**src/sv/lc2k_processor_step_unit_macros.svh**
```systemverilog
// Assertion macros for the LC-2K step unit.
// Included by the RTL files that carry concurrent assertions; no dependencies.
`ifndef LC2K_PROCESSOR_STEP_UNIT_MACROS_SVH
`define LC2K_PROCESSOR_STEP_UNIT_MACROS_SVH

`ifndef SYNTHESIS
`define LC2K_ASSERT(name, clk, rst, prop, msg) \
   name: assert property (@(posedge clk) disable iff (rst) prop) else $error(msg);
`define LC2K_ASSERT_NEXT(name, clk, rst, ante, cons, msg) \
   name: assert property (@(posedge clk) disable iff (rst) ante |=> cons) else $error(msg);
`else
`define LC2K_ASSERT(name, clk, rst, prop, msg)
`define LC2K_ASSERT_NEXT(name, clk, rst, ante, cons, msg)
`endif

`endif

```
**src/sv/lc2k_pkg.sv**
```systemverilog
// Shared types, codes and constants of the LC-2K step unit.
// No dependencies; used by every other module of the block.
`timescale 1ns / 1ps

package lc2k_pkg;

   localparam int unsigned MEM_WORDS_DEFAULT = 65536;
   localparam int unsigned REG_COUNT         = 8;
   localparam int unsigned WORD_W            = 32;
   localparam int unsigned REG_IDX_W         = 3;
   localparam int unsigned PC_W              = 16;
   localparam int unsigned ADDR_IN_W         = 16;
   localparam int unsigned FUNC_W            = 2;
   localparam int unsigned OPCODE_W          = 3;
   localparam int unsigned OFFSET_W          = 16;
   localparam int unsigned OPCODE_LSB        = 22;
   localparam int unsigned REGA_LSB          = 19;
   localparam int unsigned REGB_LSB          = 16;
   localparam int unsigned DEST_LSB          = 0;
   localparam logic [WORD_W-1:0] COUNT_MAX   = '1;

   typedef enum logic [FUNC_W-1:0] {
      FN_MEM_WRITE = 2'd0,
      FN_EXECUTE   = 2'd1,
      FN_MEM_READ  = 2'd2,
      FN_REG_READ  = 2'd3
   } func_type;

   typedef enum logic [OPCODE_W-1:0] {
      OP_ADD  = 3'd0,
      OP_NOR  = 3'd1,
      OP_LW   = 3'd2,
      OP_SW   = 3'd3,
      OP_BEQ  = 3'd4,
      OP_JALR = 3'd5,
      OP_HALT = 3'd6,
      OP_NOOP = 3'd7
   } opcode_type;

   typedef enum logic [3:0] {
      ST_IDLE,
      ST_DISPATCH,
      ST_WR_MOD,
      ST_RD_MOD,
      ST_MEM_CAPT,
      ST_REG_CAPT,
      ST_DECODE,
      ST_READ_A,
      ST_READ_B,
      ST_EXECUTE,
      ST_LW_MOD,
      ST_LW_WB,
      ST_SW_MOD,
      ST_PC_MOD,
      ST_DONE
   } state_type;

   typedef enum logic [1:0] {
      MOD_ADDR,
      MOD_EA,
      MOD_BRANCH,
      MOD_JALR
   } mod_sel_type;

   typedef enum logic [1:0] {
      RRD_REGA,
      RRD_REGB,
      RRD_INDEX
   } reg_rsel_type;

   typedef enum logic [1:0] {
      RWR_ALU,
      RWR_LINK,
      RWR_LOAD
   } reg_wsel_type;

   typedef struct packed {
      logic [FUNC_W-1:0]    func;
      logic [ADDR_IN_W-1:0] address;
      logic [REG_IDX_W-1:0] reg_index;
      logic signed [WORD_W-1:0] data;
   } req_type;

   typedef struct packed {
      logic signed [WORD_W-1:0] read_data;
      logic [PC_W-1:0]          pc;
      logic                     halted;
      logic                     executed;
      logic [WORD_W-1:0]        instr_count;
   } rsp_type;

   typedef struct packed {
      logic         capture_req;
      logic         mod_start;
      mod_sel_type  mod_sel;
      logic         mem_we;
      logic         mem_wr_b;
      logic         mem_re;
      logic         mem_rd_mod;
      logic         instr_load;
      logic         reg_re;
      reg_rsel_type reg_rsel;
      logic         a_load;
      logic         b_load;
      logic         reg_we;
      reg_wsel_type reg_wsel;
      logic         pc_inc;
      logic         pc_mod;
      logic         halt_set;
      logic         retire;
      logic         rdat_mem;
      logic         rdat_reg;
      logic         rsp_load;
   } cmd_type;

   typedef struct packed {
      func_type   func;
      logic       halted;
      opcode_type opcode;
      logic       a_eq_b;
      logic       mod_busy;
      logic       rsp_free;
   } status_type;

   function automatic logic [WORD_W-1:0] sign_extend_offset(input logic [OFFSET_W-1:0] off);
      return {{(WORD_W - OFFSET_W){off[OFFSET_W-1]}}, off};
   endfunction

endpackage

```
**src/sv/lc2k_ctrl.sv**
```systemverilog
// Controller state machine of the LC-2K step unit: sequences each beat through the datapath.
// Depends on lc2k_pkg.
`timescale 1ns / 1ps

module lc2k_ctrl (
   input  logic                 clock,
   input  logic                 reset,
   input  logic                 req_valid,
   output logic                 req_ready,
   input  lc2k_pkg::status_type status,
   output lc2k_pkg::cmd_type    cmd
);
   import lc2k_pkg::*;

   state_type state_ff;
   state_type state_in;

   always_ff @(posedge clock) begin
      if (reset) begin
         state_ff <= ST_IDLE;
      end else begin
         state_ff <= state_in;
      end
   end

   always_comb begin
      state_in = state_ff;
      unique case (state_ff)
         ST_IDLE: begin
            if (req_valid) begin
               state_in = ST_DISPATCH;
            end
         end
         ST_DISPATCH: begin
            unique case (status.func)
               FN_MEM_WRITE: state_in = ST_WR_MOD;
               FN_EXECUTE:   state_in = status.halted ? ST_DONE : ST_DECODE;
               FN_MEM_READ:  state_in = ST_RD_MOD;
               FN_REG_READ:  state_in = ST_REG_CAPT;
               default:      state_in = ST_DONE;
            endcase
         end
         ST_WR_MOD: begin
            if (!status.mod_busy) begin
               state_in = ST_DONE;
            end
         end
         ST_RD_MOD: begin
            if (!status.mod_busy) begin
               state_in = ST_MEM_CAPT;
            end
         end
         ST_MEM_CAPT: state_in = ST_DONE;
         ST_REG_CAPT: state_in = ST_DONE;
         ST_DECODE:   state_in = ST_READ_A;
         ST_READ_A:   state_in = ST_READ_B;
         ST_READ_B:   state_in = ST_EXECUTE;
         ST_EXECUTE: begin
            unique case (status.opcode)
               OP_LW:   state_in = ST_LW_MOD;
               OP_SW:   state_in = ST_SW_MOD;
               OP_BEQ:  state_in = status.a_eq_b ? ST_PC_MOD : ST_DONE;
               OP_JALR: state_in = ST_PC_MOD;
               default: state_in = ST_DONE;
            endcase
         end
         ST_LW_MOD: begin
            if (!status.mod_busy) begin
               state_in = ST_LW_WB;
            end
         end
         ST_LW_WB: state_in = ST_DONE;
         ST_SW_MOD: begin
            if (!status.mod_busy) begin
               state_in = ST_DONE;
            end
         end
         ST_PC_MOD: begin
            if (!status.mod_busy) begin
               state_in = ST_DONE;
            end
         end
         ST_DONE: begin
            if (status.rsp_free) begin
               state_in = ST_IDLE;
            end
         end
         default: state_in = ST_IDLE;
      endcase
   end

   always_comb begin
      cmd       = '0;
      req_ready = (state_ff == ST_IDLE);
      unique case (state_ff)
         ST_IDLE: begin
            cmd.capture_req = req_valid;
         end
         ST_DISPATCH: begin
            unique case (status.func)
               FN_MEM_WRITE, FN_MEM_READ: begin
                  cmd.mod_start = 1'b1;
                  cmd.mod_sel   = MOD_ADDR;
               end
               FN_EXECUTE: begin
                  cmd.mem_re = !status.halted;
               end
               FN_REG_READ: begin
                  cmd.reg_re   = 1'b1;
                  cmd.reg_rsel = RRD_INDEX;
               end
               default: begin
                  cmd.mem_re = 1'b0;
               end
            endcase
         end
         ST_WR_MOD: begin
            cmd.mem_we = !status.mod_busy;
         end
         ST_RD_MOD: begin
            cmd.mem_re     = !status.mod_busy;
            cmd.mem_rd_mod = 1'b1;
         end
         ST_MEM_CAPT: begin
            cmd.rdat_mem = 1'b1;
         end
         ST_REG_CAPT: begin
            cmd.rdat_reg = 1'b1;
         end
         ST_DECODE: begin
            cmd.instr_load = 1'b1;
            cmd.reg_re     = 1'b1;
            cmd.reg_rsel   = RRD_REGA;
         end
         ST_READ_A: begin
            cmd.a_load   = 1'b1;
            cmd.reg_re   = 1'b1;
            cmd.reg_rsel = RRD_REGB;
         end
         ST_READ_B: begin
            cmd.b_load = 1'b1;
         end
         ST_EXECUTE: begin
            unique case (status.opcode)
               OP_ADD, OP_NOR: begin
                  cmd.reg_we   = 1'b1;
                  cmd.reg_wsel = RWR_ALU;
                  cmd.pc_inc   = 1'b1;
                  cmd.retire   = 1'b1;
               end
               OP_LW, OP_SW: begin
                  cmd.mod_start = 1'b1;
                  cmd.mod_sel   = MOD_EA;
               end
               OP_BEQ: begin
                  cmd.mod_start = status.a_eq_b;
                  cmd.mod_sel   = MOD_BRANCH;
                  cmd.pc_inc    = !status.a_eq_b;
                  cmd.retire    = !status.a_eq_b;
               end
               OP_JALR: begin
                  cmd.reg_we    = 1'b1;
                  cmd.reg_wsel  = RWR_LINK;
                  cmd.mod_start = 1'b1;
                  cmd.mod_sel   = MOD_JALR;
               end
               OP_HALT: begin
                  cmd.halt_set = 1'b1;
                  cmd.pc_inc   = 1'b1;
                  cmd.retire   = 1'b1;
               end
               OP_NOOP: begin
                  cmd.pc_inc = 1'b1;
                  cmd.retire = 1'b1;
               end
               default: begin
                  cmd.pc_inc = 1'b1;
                  cmd.retire = 1'b1;
               end
            endcase
         end
         ST_LW_MOD: begin
            cmd.mem_re     = !status.mod_busy;
            cmd.mem_rd_mod = 1'b1;
         end
         ST_LW_WB: begin
            cmd.reg_we   = 1'b1;
            cmd.reg_wsel = RWR_LOAD;
            cmd.pc_inc   = 1'b1;
            cmd.retire   = 1'b1;
         end
         ST_SW_MOD: begin
            cmd.mem_we   = !status.mod_busy;
            cmd.mem_wr_b = 1'b1;
            cmd.pc_inc   = !status.mod_busy;
            cmd.retire   = !status.mod_busy;
         end
         ST_PC_MOD: begin
            cmd.pc_mod = !status.mod_busy;
            cmd.retire = !status.mod_busy;
         end
         ST_DONE: begin
            cmd.rsp_load = status.rsp_free;
         end
         default: begin
            cmd.rsp_load = 1'b0;
         end
      endcase
   end

endmodule
```
**config.mk**
```make
export PLATFORM = sky130hd
export DESIGN_NAME = lc2k_ctrl
export DESIGN_NICKNAME = d
export VERILOG_FILES = /design/src/sv/lc2k_processor_step_unit_macros.svh /design/src/sv/lc2k_pkg.sv /design/src/sv/lc2k_ctrl.sv
export SDC_FILE = /design/constraint.sdc
export NUM_CORES = 1
export LEC_CHECK = 0
export BUFFER_PORTS_ARGS = -buffer_cell sky130_fd_sc_hd__buf_2
export CAP_MARGIN = 20
export CORE_MARGIN = 2
export CORE_UTILIZATION = 46
export CTS_CLUSTER_DIAMETER = 120
export DETAILED_ROUTE_END_ITERATION = 12
export PLACE_DENSITY_LB_ADDON = 0.15
export RECOVER_POWER = 100
export SYNTH_ARGS = -nofsm -noshare
export SYNTH_HDL_FRONTEND = slang
export SYNTH_SLANG_ARGS = --single-unit
```
**constraint.sdc**
```tcl
create_clock -name clock -period 3.1 [get_ports clock]
set_clock_uncertainty 0.15 [all_clocks]
set_input_delay 0.155 -clock clock [delete_from_list [all_inputs] [get_ports clock]]
set_output_delay 0.155 -clock clock [all_outputs]
set_load 0.1 [all_outputs]
```
==> results by group, run 1 <==
Synthesis
  – Syn_nets: 113
  – EDFF count, synth: 0
  – Avg Cell Area, Syn: 6.789 um2
  – Syn Std Cell Area: 685.7 um2
  – Synth Warn #: 0
  – Area share of the largest cell type after synthesis: 0.1168
  – Main synth FF type: dfxtp_1
  – Yosys cell types: 48
  – Synth Register Bits: 4
  – Leading post-synthesis cells by cell area: dfxtp_1, nor2_1, a21oi_1, nand2b_1, nor2b_1
  – Ys async rst share: 0
  – Register area share after synthesis: 0.1168
  – Cells after Synth: 101
  – Post-synth top area cell: dfxtp_1

GRT
  – Busiest grt layer: met2
  – GRT Total Usage: 0.2650
  – GRT overflow: 0
  – Largest net degree at the start of global routing: 20
  – First-pass GRT wire length: 3663 um
  – Initial antenna violation count: 0
  – Met1 Usage GRT: 0.3548
  – Vias in the first global route: 769
  – Global routing usage on met2: 0.4369
  – Grt met3 use: 0.05172

Clock network
  – CTS tree: built
  – Clock Tree Buf Depth: 2
  – CTS Root Cell: clkbuf_4
  – Clock slew at reported path FFs: 0.04 ns
  – Post-CTS Setup Inserts: 0
  – Hold Buf Count CTS: 0
  – H-tree levels: 1
  – Clock Latency Late Sink: 0.25 ns
  – Post-CTS resize count: 0
  – Num CTS Buffers: 3
  – Total clock sinks: 4

Worst setup path
  – Reg2reg setup slack: 1.18 ns
  – Startpoint types: flop
  – Crit path DAT: 2.40 ns
  – Endpoint type of the worst setup path: output pin
  – Critical Path RT: 2.79 ns
  – Crit Path Class: flop to output pin
  – Crit-path max FO: 14

Floorplan
  – Core footprint: 0.001350 mm2
  – Die height: 42.61 um
  – Die area: 0.001815 mm2
  – Initial Util: 0.5079
  – Row cnt: 13
  – Die Wd: 42.61 um
  – IO Pins: 37

STA
  – Measured slew at the worst slew-check pin: 1.176 ns
  – Final min period: 2.705 ns
  – Final worst-path cycle share: 0.8727
  – Max-slew violations: 0
  – RSZ-0062 raised after global routing: false
  – Max Freq: 369.6 MHz
  – Final hold violations: 0
  – Rel. slew slack: 0.2192
  – Count of final setup violators: 0

Detailed routing
  – Pre-Repair DR Iteration Count: 4
  – Final WL: 2255 um
  – Post-route DRC: 0
  – Via density per instance: 5.939
  – Total via count after detailed routing: 879
  – DRC violation total after the first TritonRoute iteration: 38
  – Detail Route Antenna Nets: 0
  – WL per Instance: 15.24 um

Run status
  – Run status: finished clean

Layout
  – Register area: 80.08 um2
  – Reg with most FFs: state_ff
  – Fill cell count: 155
  – Area growth syn-to-layout: 23.91%
  – NumNets Final: 147
  – Layout cells sized above 1: 0.2180
  – Most frequent cells in the layout: clkbuf_1, buf_2, nor2_1
  – N_diodes: 0
  – Post-route insts no fill: 148
  – Biggest regs: state_ff x4
  – Commonest non-fill, non-tap cell in the layout: clkbuf_1
  – Multi-input logic area: 554.3 um2
  – Max reg flops: 4

Job
  – Max_cap viols: 0

Placement
  – DP Cell Count: 145
  – Dpl hpwl: 1728 um
  – Final Wtd Congestion: 0.9538
  – Port buffer count: 36

Worst hold path
  – HP Class: input pin to flop
[Yosys cell counts (4+ instances only)]
master    number
o21ai_0        5
dfxtp_1        4
inv_1          4
nand2b_1       6
nand2_1        5
a21oi_1        9
nor2_1        14
nor2b_1        4
[path summary, 6_finish.rpt]
| path | startpoint | to | depth (start not counted) |
|---|---|---|---|
| max | state_ff[3] | cmd[4] | 4 |
| min | reset | state_ff[1] | 2 |
| max reg2reg | state_ff[3] | state_ff[0] | 4 |
| min reg2reg | state_ff[0] | state_ff[0] | 2 |
[critical path, stage by stage (launching register included)]
cell	delay, ns
dfxtp_1	0.60
nand2_1	0.32
nor2_1	0.21
and3_1	0.17
clkbuf_1	0.86
[area by class of cell]
| type | instances | share of cell area |
|---|---|---|
| Sequential cell | 4 | 0.09426 |
| Tap cell | 15 | 0.02209 |
| Timing Repair Buffer | 36 | 0.1826 |
| Clock buffer | 3 | 0.02651 |
| Inverter | 5 | 0.02209 |
| Multi-Input combinational cell | 85 | 0.6524 |
[per-stage QoR]
stage                     utilization  hold slack [ns]  TNS [ns]  instance area (um2)  setup WS, ns
final                          0.6293          0.02366         0                849.6        0.3945
after floorplan                     -          0.06965    -2.144                706.9        -1.048
after global placement         0.6330           0.2640         0                854.6         1.054
after CTS                      0.6497          0.01720         0                877.1        0.7162
after global routing           0.6293          0.02709         0                849.6        0.2890
after detailed placement       0.6330           0.2653         0                854.6        0.9857
[routing by layer]
layer,vias to the layer above,share of wire
met5,-,0
met4,0,0.0062
met3,2,0.072
met2,42,0.47
met1,394,0.45
li1,441,-
[cells by family (layout without fill, tap and decap cells)]
| family | Yosys count | count (layout) | share of synthesized area |
|---|---|---|---|
| multiplexers | 1 | 1 | 0.01460 |
| AO/OA/AOI/OAI | 34 | 34 | 0.3613 |
| buffers and inverters | 12 | 44 | 0.1022 |
| flip-flops | 4 | 4 | 0.1168 |
| AND/OR/NAND/NOR | 50 | 50 | 0.4051 |
Power of run 1 is left out: the tool's default activity adds up to more than one toggle a clock period on the data nets, which glitch-free logic cannot reach.
==> inputs of run 2 (changes only) <==
--- a/config.mk
+++ b/config.mk
@@ -13,6 +13,7 @@
 export DETAILED_ROUTE_END_ITERATION = 12
 export PLACE_DENSITY_LB_ADDON = 0.15
 export RECOVER_POWER = 100
+export SETUP_SLACK_MARGIN = 0.5
 export SYNTH_ARGS = -nofsm -noshare
 export SYNTH_HDL_FRONTEND = slang
 export SYNTH_SLANG_ARGS = --single-unit
==> run 2 against run 1 <==
Die area unchanged. Sequential share of layout area down 0.45 points. Setup slack better by 0.014 ns. Fmax up 0.51%. Via count down 1.6%. Routed wire length down 9.8%. Clock-buffer cell count unchanged. Critical path depth down 1. Hold slack better by 0.0093 ns. First-iteration DRC count down 82%.
==> results by group, run 2 (same netlist as run 1, synthesis figures left out) <==
STA
  – Measured slew at the worst slew-check pin: 1.195 ns (was 1.176 ns)
  – Final hold violations: 0 (unchanged)
  – Final worst-path cycle share: 0.8683 (was 0.8727)
  – Count of final setup violators: 0 (unchanged)
  – Final WS setup: 0.4082 ns (was 0.3945 ns)
  – Hold slack: 0.03293 ns (was 0.02366 ns)
  – Final min period: 2.692 ns (was 2.705 ns)
  – Rel. slew slack: 0.2067 (was 0.2192)
  – Max Freq: 371.5 MHz (was 369.6 MHz)
  – RSZ-0062 raised after global routing: false (unchanged)
  – Fin Setup TNS: 0 ns (unchanged)
  – Max-slew violations: 0 (unchanged)

Clock network
  – CTS Root Cell: clkbuf_4 (unchanged)
  – Post-CTS resize count: 0 (unchanged)
  – CTS tree: built (unchanged)
  – Hold Buf Count CTS: 0 (unchanged)
  – Clock Tree Buf Depth: 2 (unchanged)
  – Clock slew at reported path FFs: 0.04 ns (about the same)
  – Num CTS Buffers: 3 (unchanged)
  – Post-CTS Setup Inserts: 0 (unchanged)
  – Clock Latency Late Sink: 0.23 ns (was 0.25 ns)
  – Total clock sinks: 4 (unchanged)
  – H-tree levels: 1 (unchanged)

Worst setup path
  – Startpoint types: flop (unchanged)
  – Endpoint type of the worst setup path: output pin (unchanged)
  – R2r worst-path depth: 4 (unchanged)
  – Reg2reg setup slack: 1.16 ns (was 1.18 ns)
  – Crit Path Class: flop to output pin (unchanged)
  – Crit path DAT: 2.39 ns (was 2.40 ns)
  – Reg2Reg Launch Point: state_ff[3] (unchanged)
  – Crit-path max FO: 14 (unchanged)
  – Critical Path RT: 2.79 ns (about the same)
  – Reg-to-Reg End: state_ff[3] (was state_ff[0])

Layout
  – Fill cell count: 139 (was 155)
  – Post-route insts no fill: 148 (unchanged)
  – Area growth syn-to-layout: 30.11% (was 23.91%)
  – Max reg flops: 4 (unchanged)
  – NumNets Final: 147 (unchanged)
  – Biggest regs: state_ff x4 (unchanged)
  – Layout cells sized above 1: 0.2707 (was 0.2180)
  – Commonest non-fill, non-tap cell in the layout: clkbuf_1 (unchanged)
  – Most frequent cells in the layout: clkbuf_1, buf_2, nor2_1 (unchanged)
  – Multi-input logic area: 598.1 um2 (was 554.3 um2)
  – N_diodes: 0 (unchanged)
  – Register area: 80.08 um2 (unchanged)
  – Reg with most FFs: state_ff (unchanged)

Placement
  – DP Worst Slack: 0.9573 ns (was 0.9857 ns)
  – Dpl hpwl: 1607 um (was 1728 um)
  – Port buffer count: 36 (unchanged)
  – Final Wtd Congestion: 0.9047 (was 0.9538)
  – DP Cell Count: 145 (unchanged)

GRT
  – Largest net degree at the start of global routing: 20 (unchanged)
  – GRT Total Usage: 0.2260 (was 0.2650)
  – GRT overflow: 0 (unchanged)
  – Initial antenna violation count: 0 (unchanged)
  – First-pass GRT wire length: 3187 um (was 3663 um)
  – Vias in the first global route: 706 (was 769)

Detailed routing
  – Via density per instance: 5.845 (was 5.939)
  – Final WL: 2034 um (was 2255 um)
  – Pre-Repair DR Iteration Count: 4 (unchanged)
  – WL per Instance: 13.74 um (was 15.24 um)
  – Post-route DRC: 0 (unchanged)
  – Detail Route Antenna Nets: 0 (unchanged)
  – Total via count after detailed routing: 865 (was 879)
  – DRC violation total after the first TritonRoute iteration: 7 (was 38)

Worst hold path
  – HP Class: input pin to flop (unchanged)
  – Hold Crit Start: reset (unchanged)
  – Hold EP: state_ff[1] (unchanged)
  – Hold path cells: 2 (unchanged)

Floorplan
  – Die height: 42.61 um (unchanged)
  – Row cnt: 13 (unchanged)
  – Core footprint: 0.001350 mm2 (unchanged)
  – Die Wd: 42.61 um (unchanged)
  – IO Pins: 37 (unchanged)
  – Die area: 0.001815 mm2 (unchanged)
  – Initial Util: 0.5079 (unchanged)

Job
  – Max_cap viols: 0 (unchanged)

Run status
  – Run status: finished clean (unchanged)
-- run 2: critical path, stage by stage, from the launching register on --
cell	delay [ns]
dfxtp_1	0.61
nand2b_1	0.39
a21oi_2	0.26
clkbuf_1	0.90
-- run 2: worst max path at each step --
stage / start / endpoint / slack (ns)
finish: state_ff[0] / cmd[16] / 0.41
detailed placement: state_ff[0] / cmd[17] / 0.96
global placement: state_ff[0] / cmd[17] / 0.99
global route: state_ff[1] / cmd[3] / 0.30
floorplan: state_ff[2] / cmd[22] / 0.17
CTS: state_ff[0] / cmd[17] / 0.71
-- run 2: cell type report --
type,count,area share
multi-input cells,85,0.6704
repair buffers,36,0.1725
flip-flops and latches,4,0.08976
clock buffers,3,0.02525
inverters,5,0.02104
well taps,15,0.02104
-- run 2: routing by layer --
metal,wire (um),vias up,part of all wire,GRT usage
li1,-,437,-,-
met1,904,395,0.44,0.3103
met2,978,29,0.48,0.3600
met3,132,4,0.065,0.03448
met4,19,0,0.0093,0.06875
met5,0,-,0,0
-- run 2: metrics by stage --
| step | utilization | cell area, um2 |
|---|---|---|
| finish | 0.6608 | 892.1 |
| global route | 0.6608 | 892.1 |
| CTS | 0.6858 | 925.9 |
| detailed placement | 0.6691 | 903.4 |
| global placement | 0.6691 | 903.4 |
| floorplan | - | 755.7 |
Power of run 2 is left out for the same reason.
